===== src/rtl/ps2_scancode_to_char_translator_unit_macros.svh =====
// Assertion helpers for the scancode translator.
`ifndef PS2_SCANCODE_TO_CHAR_TRANSLATOR_UNIT_MACROS_SVH
`define PS2_SCANCODE_TO_CHAR_TRANSLATOR_UNIT_MACROS_SVH

// Same-cycle implication, checked outside reset.
`define PS2SC_ASSERT_NOW(label, cond, expr, msg) \
  label: assert property (@(posedge clk) disable iff (rst) (cond) |-> (expr)) \
    else $error(msg);

// Next-cycle implication, checked outside reset.
`define PS2SC_ASSERT_NEXT(label, cond, expr, msg) \
  label: assert property (@(posedge clk) disable iff (rst) (cond) |=> (expr)) \
    else $error(msg);

`endif


===== src/rtl/ps2sc_pkg.sv =====
`default_nettype none

package ps2sc_pkg;

  // Entries in each of the four translation tables.
  localparam int TABLE_ENTRIES = 256;
  localparam int TBL_IDX_W     = $clog2(TABLE_ENTRIES);
  localparam int TBL_ADDR_W    = TBL_IDX_W + 2;
  localparam int TBL_DEPTH     = 4 * TABLE_ENTRIES;

  // Scancode set 2 codes.
  localparam logic [7:0] CODE_BREAK  = 8'hF0;
  localparam logic [7:0] CODE_EXTEND = 8'hE0;
  localparam logic [7:0] CODE_CTRL   = 8'h14;
  localparam logic [7:0] CODE_SHIFT  = 8'h59;
  localparam logic [7:0] CODE_NUM    = 8'h77;
  localparam logic [7:0] CODE_CAPS   = 8'h58;
  localparam logic [7:0] CODE_SCROLL = 8'h7E;
  localparam logic [7:0] CODE_ALT    = 8'h11;
  localparam logic [7:0] CODE_DEL    = 8'h71;

  // Modifier bits.
  localparam logic [2:0] MOD_SHIFT    = 3'b001;
  localparam logic [2:0] MOD_ALT      = 3'b010;
  localparam logic [2:0] MOD_CTRL     = 3'b100;
  localparam logic [2:0] MOD_CTRL_ALT = 3'b110;

  // Lock flag bits.
  localparam logic [2:0] LOCK_NUM    = 3'b001;
  localparam logic [2:0] LOCK_CAPS   = 3'b010;
  localparam logic [2:0] LOCK_SCROLL = 3'b100;

  // LED bits.
  localparam logic [2:0] LED_SCROLL = 3'b001;
  localparam logic [2:0] LED_NUM    = 3'b010;
  localparam logic [2:0] LED_CAPS   = 3'b100;

  localparam logic MODE_SCAN  = 1'b0;
  localparam logic MODE_WRITE = 1'b1;

  typedef enum logic [1:0] {
    TBL_EXT   = 2'd0,
    TBL_CTRL  = 2'd1,
    TBL_SHIFT = 2'd2,
    TBL_PLAIN = 2'd3
  } tbl_sel_t;

  typedef struct packed {
    logic       mode;
    logic [7:0] scan_byte;
    logic [1:0] table_select;
    logic [7:0] table_data;
  } in_item_t;

  typedef struct packed {
    logic       char_valid;
    logic [7:0] char_code;
    logic [2:0] led_bits;
    logic       led_update;
    logic       reset_request;
  } out_item_t;

  // Table memory access for one transaction.
  typedef struct packed {
    logic                  en;
    logic                  we;
    logic [TBL_ADDR_W-1:0] addr;
    logic [7:0]            wdata;
  } mem_req_t;

  // Decoded outcome of one transaction, waiting for the table read.
  typedef struct packed {
    logic       char_valid;
    logic       lookup;
    logic [2:0] led_bits;
    logic       led_update;
    logic       reset_request;
  } dec_t;

endpackage

`default_nettype wire


===== src/rtl/ps2sc_key_decode.sv =====
`default_nettype none

module ps2sc_key_decode (
  input  wire logic                clk,
  input  wire logic                rst,
  input  wire logic                fire,
  input  wire ps2sc_pkg::in_item_t item,
  output ps2sc_pkg::dec_t          dec,
  output ps2sc_pkg::mem_req_t      mem_req
);

  logic       brk, brk_next;
  logic       ext, ext_next;
  logic [2:0] mods, mods_next;
  logic [2:0] locks, locks_next;
  logic [2:0] leds, leds_next;
  logic [2:0] mod_mask, lock_mask, led_mask;
  logic       is_mod, is_lock, in_range, char_valid;
  ps2sc_pkg::tbl_sel_t sel;

  assign in_range = {1'b0, item.scan_byte} < 9'(ps2sc_pkg::TABLE_ENTRIES);

  // Classify modifier and lock keys.
  always_comb begin
    mod_mask  = '0;
    lock_mask = '0;
    led_mask  = '0;
    is_mod    = 1'b0;
    is_lock   = 1'b0;
    case (item.scan_byte)
      ps2sc_pkg::CODE_CTRL: begin
        is_mod   = 1'b1;
        mod_mask = ps2sc_pkg::MOD_CTRL;
      end
      ps2sc_pkg::CODE_SHIFT: begin
        is_mod   = 1'b1;
        mod_mask = ps2sc_pkg::MOD_SHIFT;
      end
      ps2sc_pkg::CODE_ALT: begin
        is_mod   = 1'b1;
        mod_mask = ps2sc_pkg::MOD_ALT;
      end
      ps2sc_pkg::CODE_NUM: begin
        is_lock   = 1'b1;
        lock_mask = ps2sc_pkg::LOCK_NUM;
        led_mask  = ps2sc_pkg::LED_NUM;
      end
      ps2sc_pkg::CODE_CAPS: begin
        is_lock   = 1'b1;
        lock_mask = ps2sc_pkg::LOCK_CAPS;
        led_mask  = ps2sc_pkg::LED_CAPS;
      end
      ps2sc_pkg::CODE_SCROLL: begin
        is_lock   = 1'b1;
        lock_mask = ps2sc_pkg::LOCK_SCROLL;
        led_mask  = ps2sc_pkg::LED_SCROLL;
      end
      default: begin
      end
    endcase
  end

  always_comb begin
    brk_next          = brk;
    ext_next          = ext;
    mods_next         = mods;
    locks_next        = locks;
    leds_next         = leds;
    char_valid        = 1'b0;
    dec.led_update    = 1'b0;
    dec.reset_request = 1'b0;
    sel               = ps2sc_pkg::TBL_PLAIN;
    if (item.mode == ps2sc_pkg::MODE_WRITE) begin
      // Table write: flags untouched.
    end else if (item.scan_byte == ps2sc_pkg::CODE_BREAK) begin
      brk_next = 1'b1;
    end else if (item.scan_byte == ps2sc_pkg::CODE_EXTEND) begin
      ext_next = 1'b1;
    end else if (is_mod) begin
      mods_next = brk ? (mods & ~mod_mask) : (mods | mod_mask);
      brk_next  = 1'b0;
    end else if (is_lock) begin
      if (brk) begin
        brk_next = 1'b0;
      end else begin
        locks_next     = locks ^ lock_mask;
        leds_next      = leds ^ led_mask;
        dec.led_update = 1'b1;
      end
    end else if (brk) begin
      brk_next = 1'b0;
    end else if ((mods & ps2sc_pkg::MOD_CTRL_ALT) == ps2sc_pkg::MOD_CTRL_ALT &&
                 item.scan_byte == ps2sc_pkg::CODE_DEL) begin
      dec.reset_request = 1'b1;
      ext_next          = 1'b0;
    end else if (ext) begin
      ext_next   = 1'b0;
      char_valid = 1'b1;
      sel        = ps2sc_pkg::TBL_EXT;
    end else if ((mods & ps2sc_pkg::MOD_CTRL) != 3'b000) begin
      char_valid = 1'b1;
      sel        = ps2sc_pkg::TBL_CTRL;
    end else if ((mods & ps2sc_pkg::MOD_SHIFT) != 3'b000) begin
      char_valid = 1'b1;
      sel        = ps2sc_pkg::TBL_SHIFT;
    end else begin
      char_valid = 1'b1;
    end
    dec.char_valid = char_valid;
    dec.lookup     = char_valid && in_range;
    dec.led_bits   = leds_next;
  end

  // One table port: write on table items, read on every scancode item.
  always_comb begin
    mem_req.en    = fire;
    mem_req.we    = item.mode == ps2sc_pkg::MODE_WRITE && in_range;
    mem_req.wdata = item.table_data;
    if (item.mode == ps2sc_pkg::MODE_WRITE) begin
      mem_req.addr = {item.table_select, item.scan_byte[ps2sc_pkg::TBL_IDX_W-1:0]};
    end else begin
      mem_req.addr = {sel, item.scan_byte[ps2sc_pkg::TBL_IDX_W-1:0]};
    end
  end

  always_ff @(posedge clk) begin
    if (rst) begin
      brk   <= 1'b0;
      ext   <= 1'b0;
      mods  <= '0;
      locks <= '0;
      leds  <= '0;
    end else if (fire) begin
      brk   <= brk_next;
      ext   <= ext_next;
      mods  <= mods_next;
      locks <= locks_next;
      leds  <= leds_next;
    end
  end

endmodule

`default_nettype wire


===== config.mk =====
export PLATFORM = sky130hd
export DESIGN_NAME = ps2sc_key_decode
export DESIGN_NICKNAME = d
export VERILOG_FILES = /design/src/rtl/ps2_scancode_to_char_translator_unit_macros.svh /design/src/rtl/ps2sc_pkg.sv /design/src/rtl/ps2sc_key_decode.sv
export SDC_FILE = /design/constraint.sdc
export NUM_CORES = 1
export LEC_CHECK = 0
export BUFFER_PORTS_ARGS = -buffer_cell sky130_fd_sc_hd__buf_2
export CAP_MARGIN = 10
export CORE_ASPECT_RATIO = 0.7
export CORE_MARGIN = 3
export CORE_UTILIZATION = 45
export DETAILED_ROUTE_END_ITERATION = 12
export GPL_ROUTABILITY_DRIVEN = 0
export PLACE_DENSITY = 0.85
export SLEW_MARGIN = 0
export SYNTH_ARGS = -nofsm -noshare
export SYNTH_HDL_FRONTEND = slang
export SYNTH_SLANG_ARGS = --single-unit

===== constraint.sdc =====
create_clock -name clk -period 2.1 [get_ports clk]
set_input_delay 0.21 -clock clk [delete_from_list [all_inputs] [get_ports clk]]
set_output_delay 0.21 -clock clk [all_outputs]
set_load 0.05 [all_outputs]

---- Yosys cells after proc, flatten, opt, wreduce, memory -nomap -nowiden ----
Index checks and enable logic that the tools add are counted.
cells by class
  add/subtract/negate cells ............... 0
  multiply operators ...................... 0
  div/mod/pow operators ................... 0
  order comparisons ....................... 0
  eq/ne operators ......................... 14
  shift operators ......................... 0
  muxes and demuxes ....................... 43
  bitwise logic cells ..................... 7
  reductions and logical operators ........ 6
operators by type and width
  operator            count
  $eq 8x7->1 const B  5
  $mux 2              12
  $mux 1              21
  $mux 3              7
  $pmux 3 s3          2
  $eq 8x5->1 const B  2
  $eq 8x8->1 const B  2
  $mux 10             1
  $ne 2x1->1 const B  3
  $reduce_and 6->1    1
  $reduce_or 3->1     2
  $reduce_and 5->1    1
  $and 3x3->3         1
  $not 1->1           3
  $not 3->3           1
  $or 3x3->3          1
  $reduce_and 3->1    1
  $xor 3x3->3         1
  $eq 2x2->1 const B  1
  $ne 2x2->1 const B  1
  $logic_and 1x1->1   1
storage, ports and cells
  register bits ........................... 8
  bits in latches ......................... 0
  bits in writable memories ............... 0
  bits in read-only memories .............. 0
  bits of input ports ..................... 22
  logic and storage cells ................. 74
  memories ................................ 0

---- Logic depth before layout (Yosys ltp) ----
Gate-level depths: netlist of the first run.
  depth after elaboration ................. 10
  depth in mapped cells ................... 6
  depth with buffers taken out ............ 4

---- Worst setup path before layout of the first run ----
No wires, ideal clock.
  path kind ............................... input -> output
  from .................................... input port item[12] in the netlist's numbering
  to ...................................... output port dec[0] in the netlist's numbering
  data arrival time ....................... 2,421 ps
  required time ........................... 1,890 ps
  setup slack ............................. -531 ps
  stages .................................. 5
  path buffers ............................ 1
  cells stage by stage .................... clkbuf_4 > nand4b_1 > o311ai_2 > and2_4 > nor4_1
RTL lines
  element          RTL line               source
  start, declared  ps2sc_key_decode.sv:7  input wire ps2sc_pkg::in_item_t item,
  end, declared    ps2sc_key_decode.sv:8  output ps2sc_pkg::dec_t dec,

==> impl_metrics.tcl, run 1 <==
set metrics [dict create \
    io_buffers 32 \
    antenna_cells 0 \
    wl_mm 2.191 \
    cts.path.max_buffers 2 \
    critical_path_arrival_ns 1.70 \
    coreArea_um2 1903 \
    p_leak_uw 0.0004645 \
    drv_cap 0 \
    drc 0 \
    cts_num_sinks 8 \
    synthAdderAreaFrac_pct 0 \
    design.portCount 49 \
    via_count 869 \
    synth_xor_area_share_pct 3.774 \
    cp_max_fo 5 \
    synthSimpleGateAreaFrac_pct 36.12 \
    hold_class "in -> reg" \
    drive_gt1_share_pct 40.00 \
    h-tree-depth 1 \
    ys.warnings.count 0 \
    initial_core_util_pct 48.78 \
    drt_iter0_drc 40 \
    fmax_mhz 523.3 \
    cp_cell_sequence "nor2_2 > o311ai_4 > and2_4 > nor3b_1 > buf_2" \
    netlist_instances 117 \
    yosys-top-cells-count "21 x buf_4, 10 x nor2_1, 9 x a21oi_1" \
    muxShareOfSynthArea_pct 5.795 \
    syn_avg_cell_area_um2 7.935 \
    die_y_um 44 \
    period_minus_slack_ns 1.911 \
    max_stage_delay_ns 0.34 \
    nets 154 \
    synth_top_area_share_pct 17.25 \
    track_usage_pct 17.63 \
    status "finished clean" \
    synth.distinct_cells 39 \
    synth-seq-area-share_pct 17.25 \
    rsz0062_at_grt "no" \
    netlist_area_um2 928.4 \
    clk_pin_slew_ns 0.06 \
    antenna_found_initial 0 \
    netlist.top_cell.by_area "dfxtp_1" \
    synth_compound_area_share_pct 15.36 \
    cts_setup_buffers 0 \
    synth_seq_cells 8 \
    synth_edf_count 0 \
    first_global_vias 775 \
    finalSetupTns_ns 0 \
    wire_per_inst_um 14.41 \
    clock_latency_ns 0.26 \
    cts_root_buffer "clkbuf_4" \
    critPathSlowestCell "dfxtp_1" \
    fin_crit_sh_pct 91.00 \
    antenna_left 0 \
    grt_pass1_wl_mm 3.546 \
    dieWidth_um 60.29 \
    dp_hpwl_mm 1.734 \
    dieArea_um2 2653 \
    fin_worst_skew_ns 0.006268 \
    relSlewSlack_pct 73.28 \
    async_reset_ff_share_pct 0 \
    synth_top_cells_by_area "dfxtp_1 17%, buf_4 17%, a21oi_1 4.9%" \
    critical_path_required_ns 1.89 \
    hold_viol_final 0 \
    worst_pin_slew_ns 0.4000 \
    cts_buffers 3 \
    grt_max_degree 13 \
    ir_drop_uv 319.3 \
    overflow 0 \
    viasPerCell 5.717 \
    synth_nets 139 \
    synth_top_family_by_area "simple AND/OR/NAND/NOR gates" \
    synth_ff_type "dfxtp_1" \
    critPathCaptureType "output pin" \
    area_growth_pct 7.682 \
    core.rowCount 13 \
    setup_violations 0 \
    power_density_nw_per_um2 444.8 \
    synth_most_common_cell "buf_4" \
    drtPass1Iterations 4 \
    cts_tree "built" \
    hold_ws_ns 0.2509 \
    critical_path_class "reg -> out" \
    report.final.slew_viol_count 0 \
    worstSetupStartpointType "flip-flop" \
]
## power breakdown
part	internal [uW]	total [uW]	switching [uW]
clock	65.5	119	53.3
combinational	51.0	172	121
sequential	153	154	0.956
## kinds of logic after synthesis
group	Yosys count
compound gates	19
buf+inv	30
flops	8
xor+xnor	4
mux	5
simple gates	51
## critical path, delay by kind of cell, from the launching register on
family,cells,cell delay [ns]
and+or+nand+nor,3,0.64
AOI/OAI and AO/OA,1,0.17
buffers and inverters,1,0.30
DFF,1,0.34
## worst paths after layout
| check | from | end | slack, ns | cells past startpoint |
|---|---|---|---|---|
| hold reg to reg | flip-flop | flip-flop | 0.50 | 2 |
| setup / recovery | brk | dec[6] | 0.19 | 5 |
| hold / removal | rst | flip-flop | 0.25 | 2 |
| setup reg to reg | brk | leds[1] | 0.51 | 4 |
## per-layer routing
metal | vias to the layer above | routed length [um] | global-route usage [%]
met5 | - | 0 | 0
met4 | 0 | 4 | 2.212
met3 | 2 | 282 | 6.250
met2 | 52 | 901 | 25.00
met1 | 388 | 1003 | 26.06
li1 | 427 | - | -
## cell type report
class / instances / area (um^2)
fillers: 206 / 903.4
flip-flops and latches: 8 / 160.2
inverters: 5 / 18.77
multi-input cells: 79 / 585.6
repair buffers: 35 / 185.2
well taps: 22 / 27.53
clock buffers: 3 / 22.52
## repair_timing
item / in CTS / in global routing
gates resized for setup: 0 / 3
hold buffers: 0 / 0
endpoints found under the setup margin: 0 / 4
## cell usage in the layout (no fill, tap or decap), drive strengths merged, types with 2 or more instances in the layout
cell    synthesis  routed
nor2b           4       4
dfxtp           8       8
buf            21      34
nor3b           4       4
a21oi           9       9
inv             5       5
and2            2       2
a211oi          3       3
nand3b          2       2
and3            2       2
clkbuf          3       4
xor2            3       3
and4bb          2       2
nand4           5       5
mux2            3       3
nand2           6       6
mux2i           2       2
nor3            3       3
a32oi           2       2
o311ai          3       3
and2b           4       4
nand4b          3       3
nor2           10      10
## through the flow
stage / setup WS [ns] / cells / util, % / area [um^2] / power, uW
after CTS: 0.09570 / 152 / 51.74 / 984.7 / 446.4
after detailed placement: 0.2340 / 149 / 50.56 / 962.2 / 323.9
after floorplan: 0.01563 / 117 / - / 934.6 / 336.5
after global placement: 0.2865 / 149 / 50.56 / 962.2 / 320.3
final: 0.1890 / 152 / 52.53 / 999.7 / 444.7
after global routing: 0.04519 / 152 / 52.53 / 999.7 / 468.9
(Power assumes the default switching activity.)
==> run 2: changes to the inputs <==
--- a/config.mk
+++ b/config.mk
@@ -7,12 +7,14 @@
 export LEC_CHECK = 0
 export BUFFER_PORTS_ARGS = -buffer_cell sky130_fd_sc_hd__buf_2
 export CAP_MARGIN = 10
-export CORE_ASPECT_RATIO = 0.7
+export CELL_PAD_IN_SITES_DETAIL_PLACEMENT = 1
+export CELL_PAD_IN_SITES_GLOBAL_PLACEMENT = 2
+export CORE_ASPECT_RATIO = 0.8
 export CORE_MARGIN = 3
-export CORE_UTILIZATION = 45
+export CORE_UTILIZATION = 25
 export DETAILED_ROUTE_END_ITERATION = 12
 export GPL_ROUTABILITY_DRIVEN = 0
-export PLACE_DENSITY = 0.85
+export PLACE_DENSITY_LB_ADDON = 0.1
 export SLEW_MARGIN = 0
 export SYNTH_ARGS = -nofsm -noshare
 export SYNTH_HDL_FRONTEND = slang
==> impl_metrics.tcl, run 2 (synthesis results as in run 1) <==
set metrics [dict create \
    dieWidth_um 74.13 \
    cts-resized-gates 0 \
    hold_viol_final 0 \
    critPathSlowestCell "dfxtp_1" \
    final_common_cell "buf_2" \
    cp_max_fo 5 \
    via_count 881 \
    cts_tree "built" \
    critical_path.top_delay_family "simple AND/OR/NAND/NOR gates" \
    die_y_um 60.51 \
    top_usage_layer "met2" \
    core.rowCount 19 \
    hold_class "in -> reg" \
    hold_ws_ns 0.2999 \
    setup_violations 0 \
    nets 154 \
    rrSetupSlack_ns 0.48 \
    fmax_mhz 523.1 \
    grt.met3_usage_pct 3.146 \
    first_global_vias 833 \
    rsz0062_at_grt "no" \
    drt_iter0_drc 26 \
    critical_path_required_ns 1.89 \
    use_met1_pct 17.71 \
    wire_per_inst_um 15.42 \
    drv_cap 0 \
    status "finished clean" \
    dieArea_um2 4485 \
    relSlewSlack_pct 69.25 \
    drive_gt1_share_pct 39.23 \
    clock_latency_ns 0.23 \
    fill_cells 434 \
    grt_max_degree 13 \
    design.portCount 49 \
    period_minus_slack_ns 1.912 \
    cts_hold_buf 0 \
    dp_hpwl_mm 2.160 \
    initial_core_util_pct 26.57 \
    cts_num_sinks 8 \
    finalSetupTns_ns 0 \
    drtPass1Iterations 4 \
    final_cell_mix "32 x buf_2, 10 x nor2_1, 9 x a21oi_1" \
    worstSetupStartpointType "flip-flop" \
    antenna_found_initial 0 \
    ir_drop_uv 200.2 \
    max_stage_delay_ns 0.33 \
    cts_root_buffer "clkbuf_8" \
    cts.path.max_buffers 2 \
    wl_mm 2.653 \
    io_buffers 32 \
    viasPerCell 5.122 \
    fin_worst_skew_ns 0.005136 \
    area_growth_pct 10.78 \
    grt_pass1_wl_mm 4.215 \
    critical_path_class "reg -> out" \
    report.final.slew_viol_count 0 \
    antenna_cells 0 \
    antenna_left 0 \
    critical_path_arrival_ns 1.70 \
    coreArea_um2 3495 \
    cp_cell_sequence "nor2_1 > o311ai_2 > and2_4 > nor3b_1 > buf_2" \
    gr-usage-met2_pct 19.19 \
    overflow 0 \
    power_density_nw_per_um2 499.3 \
    cts_buffers 3 \
    worst-path-buf-inv 1 \
    track_usage_pct 12.38 \
    p_leak_uw 0.0004691 \
    drc 0 \
    critPathCaptureType "output pin" \
    h-tree-depth 1 \
    worst_pin_slew_ns 0.4605 \
    cts_setup_buffers 0 \
    fin_crit_sh_pct 91.04 \
    clk_pin_slew_ns 0.04 \
]
run 2: final timing paths:
path	endpoint	start	depth (start not counted)
max	dec[6]	brk	5
min	brk	rst	2
max reg2reg	leds[1]	brk	4
min reg2reg	flip-flop	flip-flop	2
run 2: per-stage QoR:
| stage | setup slack (ns) | instance area (um^2) | total power, uW | util (%) | std cells |
|---|---|---|---|---|---|
| finish | 0.1883 | 1028 | 513.5 | 29.43 | 172 |
| detailed placement | 0.2131 | 987.2 | 328.2 | 28.25 | 169 |
| CTS | 0.1620 | 1028 | 522.8 | 29.43 | 172 |
| global placement | 0.2426 | 987.2 | 326.3 | 28.25 | 169 |
| global route | 0.04219 | 1028 | 541.7 | 29.43 | 172 |
| floorplan | 0.01563 | 934.6 | 336.5 | - | 117 |
run 2: power by group:
part | switching (uW) | total (uW) | internal (uW)
Clock | 63.5 | 188 | 124
Combinational | 122 | 171 | 49.5
Sequential | 0.919 | 154 | 153
run 2: cell type report:
cell class / count / area (um^2) / area share (%)
Tap cell: 42 / 52.55 / 5.109
Sequential cell: 8 / 160.2 / 15.57
Inverter: 5 / 18.77 / 1.825
Clock buffer: 3 / 41.29 / 4.015
Timing Repair Buffer: 35 / 182.7 / 17.76
Multi-Input combinational cell: 79 / 573.1 / 55.72
run 2: layer usage:
layer	vias up	part of all wire, %
met5	-	0
met4	0	0.23
met3	2	6.4
met2	34	44
met1	418	49
li1	427	-
